$ cat config.mk
export PLATFORM = sky130hd
export DESIGN_NAME = psa_div
export DESIGN_NICKNAME = d
export VERILOG_FILES = /design/src/design/psa_pkg.sv /design/src/design/psa_div.sv
export SDC_FILE = /design/constraint.sdc
export NUM_CORES = 1
export LEC_CHECK = 0
export BUFFER_PORTS_ARGS = -buffer_cell sky130_fd_sc_hd__clkbuf_2
export CORE_MARGIN = 2
export CORE_UTILIZATION = 51
export DETAILED_ROUTE_END_ITERATION = 7
export GPL_TIMING_DRIVEN = 0
export PLACE_DENSITY = 0.77
export SYNTH_ARGS = -nofsm -noshare
export SYNTH_HDL_FRONTEND = slang
export SYNTH_SLANG_ARGS = --single-unit
$ cat constraint.sdc
create_clock -name clk -period 3.14 [get_ports clk]
set_input_delay 0.157 -clock clk [delete_from_list [all_inputs] [get_ports clk]]
set_output_delay 0.157 -clock clk [all_outputs]
set_load 0.005 [all_outputs]
$ cat src/design/psa_pkg.sv
// ----------------------------------------------------------------------------
// psa_pkg
// Shared constants and types of the paged slot allocator.
// ----------------------------------------------------------------------------
`default_nettype none
package psa_pkg;

    localparam int FREE_DEPTH    = 256;
    localparam int MAX_NEW_PAGES = 62;
    localparam int FIFO_AW       = $clog2(FREE_DEPTH);
    localparam int FIFO_CW       = $clog2(FREE_DEPTH + 1);
    localparam int PAGE_MAX      = 4096;

    // error codes
    localparam logic [1:0] ERR_NONE    = 2'd0;
    localparam logic [1:0] ERR_SHRINK  = 2'd1;
    localparam logic [1:0] ERR_EMPTY   = 2'd2;
    localparam logic [1:0] ERR_TOOMANY = 2'd3;

    // request types
    localparam logic REQ_PUSH  = 1'b0;
    localparam logic REQ_ALLOC = 1'b1;

    // register index of the tokens-per-page register
    localparam logic REG_PG_TOKENS = 1'b0;

    // divider status toward the sequencer
    typedef struct packed {
        logic        done;
        logic [31:0] quo;
        logic [12:0] rem;
    } psa_div_res_t;

endpackage
`default_nettype wire

$ cat src/design/psa_div.sv
// ----------------------------------------------------------------------------
// psa_div
// Restoring divider, 32-bit dividend by 13-bit divisor, one bit per cycle.
// ----------------------------------------------------------------------------
`default_nettype none
module psa_div
    import psa_pkg::*;
(
    input  wire logic         clk,
    input  wire logic         rst_n,
    input  wire logic         start,
    input  wire logic [31:0]  dividend,
    input  wire logic [12:0]  divisor,
    output psa_div_res_t      res
);

    logic [31:0] dvd_reg, dvd_next;
    logic [12:0] rem_reg, rem_next;
    logic [5:0]  cnt_reg, cnt_next;
    logic        done_reg, done_next;
    logic [13:0] trial;
    logic        qbit;

    // one shift-subtract step
    always_comb
    begin
        trial     = {rem_reg, dvd_reg[31]};
        qbit      = (trial >= {1'b0, divisor});
        dvd_next  = dvd_reg;
        rem_next  = rem_reg;
        cnt_next  = cnt_reg;
        done_next = 1'b0;
        if (start)
        begin
            dvd_next = dividend;
            rem_next = '0;
            cnt_next = 6'd32;
        end
        else if (cnt_reg != 6'd0)
        begin
            rem_next  = qbit ? 13'(trial - {1'b0, divisor}) : trial[12:0];
            dvd_next  = {dvd_reg[30:0], qbit};
            cnt_next  = cnt_reg - 6'd1;
            done_next = (cnt_reg == 6'd1);
        end
    end

    always_ff @(posedge clk or negedge rst_n)
    begin
        if (!rst_n)
        begin
            cnt_reg  <= '0;
            done_reg <= 1'b0;
        end
        else
        begin
            cnt_reg  <= cnt_next;
            done_reg <= done_next;
        end
    end

    always_ff @(posedge clk)
    begin
        dvd_reg <= dvd_next;
        rem_reg <= rem_next;
    end

    assign res.done = done_reg;
    assign res.quo  = dvd_reg;
    assign res.rem  = rem_reg;

endmodule
`default_nettype wire

==> qor.yml <==
status: "finished clean"
drt_iter0_drc: 84
max_freq_mhz: 359
hold_path.class: "in -> reg"
die_h_microns: 80.6
synthSimpleGateAreaFrac_pct: 11.7
diodes: 0
place_hpwl_mm: 4.92
rows: 27
grt_setup_unrepaired: "false"
cts_tree: "done"
grt_pass1_wl_mm: 10.5
cts_buffers: 5
cts.sinks: 52
largest_register_ffs: 32
area_growth_pct: 22.3
synth_compound_area_share_pct: 12.6
nFillCells: 468
num_vias: 2386
layout_common_cells: "clkbuf_2, mux2_2, edfxtp_1"
layout_min_cycle_time_ps: 2780
post-route-drc-count: 0
hold_viol: 0
htreeDepth: 2
cap_violations: 0
grtUsageTotal_pct: 20.6
crit_slowest_cell: "nor4_1"
drive_gt1_share_pct: 41.1
synth_top_flop_cell: "edfxtp_1"
placed_cell_area_sq_um: 3550
clk_latency_ps: 320
yosysSeqAreaShare_pct: 46.7
first_global_vias: 2282
clock_tree.root_cell: "clkbuf_8"
critPathMaxFanout: 33
wl_mm: 6.45
worst_pin_slew_ps: 783
mostFrequentLayoutCell: "clkbuf_2"
netlist_area_sq_um: 2990
grt_max_degree: 34
die_w_microns: 80.6
grt_overflow: 0
finalPower_uw: 2600
cp_data_required_time_ps: 3030
synth_edf_count: 32
firstDrtPassIters: 4
cp_cell_sequence: "inv_1, ha_1, or2b_2, nor4_1, clkbuf_8, nand2b_2"
syn_inst: 263
start_util_pct: 53.7
power_density_nw_per_um2: 712
vias_per_cell: 5.46
io_buffers: 93
postCtsSetupRepairBufs: 0
finClkSkew_ps: 14.8
leakagePower_uw: 0.00166
design_area_sq_um: 3660
synth_area_per_cell_sq_um: 11.4
fin_nets: 428
wl_per_cell_microns: 14.8
crit_arrival_ps: 2680
irDropWorstVdd_mv: 0.392
globalplace.congestion: 0.870
ys_async_sr_fraction_pct: 13.5
ant_nets: 0
coreArea_sq_um: 5570
start_kind: "flip-flop"
final-max-slew-violation-count: 0
fin_crit_sh_pct: 88.6
synthAdderAreaFrac_pct: 6.94
synth_mux_area_share_pct: 13.7
yosysWarningCount: 0
path_class: "reg -> reg"
relSlewSlack_pct: 47.8
max_stage_delay_ps: 560
yosysUniqueCellTypes: 55
setup_viol: 0
dieArea_sq_um: 6490
yosys_register_bits: 52
setup.worst_path.end_class: "flip-flop"
path_clk_slew_ps: 120
synthXorXnorAreaFrac_pct: 3.51
antenna_found_initial: 0
syn_nets: 327
clock_path_buffers: 2
synth_top_family_by_area: "multiplexers"
ios: 94
report_power, final:
group          internal (uW)  total (uW)  switching (uW)
Combinational            536        1100             567
Clock                    167         414             247
Sequential               943        1090             144
timing repair:
| action | in CTS | in global routing |
|---|---|---|
| hold endpoints to repair | 7 | 0 |
| hold buffers | 1 | 0 |
| resized for setup | 0 | 0 |
metal layers:
| metal | up-vias | routed length, microns | GRT usage, % | share of wire (%) |
|---|---|---|---|---|
| met2 | 82 | 2990 | 31.8 | 46 |
| met5 | - | 0 | 0 | 0 |
| met1 | 1120 | 2960 | 28.3 | 46 |
| met4 | 0 | 55 | 6.95 | 0.85 |
| li1 | 1178 | - | - | - |
| met3 | 6 | 450 | 5.39 | 7.0 |
cell type report:
| cell class | count | area (sq um) | area share [%] |
|---|---|---|---|
| multi-input cells | 182 | 1450 | 39.7 |
| flip-flops and latches | 52 | 1400 | 38.2 |
| plain buffers | 12 | 81.3 | 2.22 |
| clock buffers | 5 | 68.8 | 1.88 |
| repair buffers | 94 | 475 | 13.0 |
| inverters | 17 | 63.8 | 1.74 |
| well taps | 72 | 90.1 | 2.46 |
| clock inverters | 3 | 28.8 | 0.787 |
critical path: cells and delay by family (launching register included):
family | cells | cell delay (ps)
buffers and inverters | 2 | 420
and+or+nand+nor | 3 | 1330
DFF | 1 | 410
adders and majority gates | 1 | 200
cell families after synthesis:
kind of cell,Yosys count
AO/OA/AOI/OAI,53
multiplexers,37
adder cells (fa/ha/maj),16
flip-flops,52
AND/OR/NAND/NOR,64
XOR/XNOR,12
buffers and inverters,29
synthesized netlist by cell type, types with 2 or more instances:
master	number	area [sq um]
buf_4	2	15.0
nor2_1	15	56.3
a21o_1	2	15.0
mux2i_1	5	50.1
o21ai_0	7	35.0
or4_1	4	30.0
edfxtp_1	32	961
or3_1	3	18.8
nand2b_1	2	12.5
nor3_1	3	15.0
nand3_1	3	15.0
clkbuf_8	2	27.5
o22ai_1	2	12.5
nand3b_1	2	15.0
a31oi_1	4	25.0
a311oi_1	3	26.3
nand4_1	2	12.5
nand2_1	12	45.0
a211oi_1	8	60.1
dfxtp_1	13	260
nor2b_1	2	12.5
xnor2_1	8	70.1
ha_1	15	188
xor2_1	4	35.0
or2_2	3	18.8
a21oi_1	14	70.1
nor3b_1	2	15.0
and2_1	4	25.0
mux2_2	32	360
inv_1	17	63.8
dfrtp_1	7	175
clkbuf_1	6	22.5
metrics by stage:
| stage | setup slack [ps] | hold WS [ps] | instances | TNS (ps) | utilization, % |
|---|---|---|---|---|---|
| finish | 357 | 132 | 437 | 0 | 65.6 |
| floorplan | 568 | -139 | 263 | 0 | - |
| global placement | -107 | 0.313 | 428 | -3430 | 63.6 |
| detailed placement | 318 | 4.03 | 428 | 0 | 63.7 |
| CTS | 297 | 129 | 437 | 0 | 65.6 |
| global route | 57.1 | 126 | 437 | 0 | 65.6 |
final timing paths:
check | startpoint | end | slack (ps) | depth (start not counted)
worst max-delay path | cnt_reg[0] | dvd_reg[2] | 360 | 6
min in group asynchronous | rst_n | cnt_reg[4] | 210 | 2
max in group asynchronous | rst_n | cnt_reg[0] | 2770 | 2
worst min register to register | cnt_reg[2] | done_reg | 530 | 1
worst min-delay path | dividend[8] | dvd_reg[8] | 130 | 2
worst max register to register | cnt_reg[0] | dvd_reg[2] | 360 | 6
Note: power is estimated with default switching activity, not from simulation.
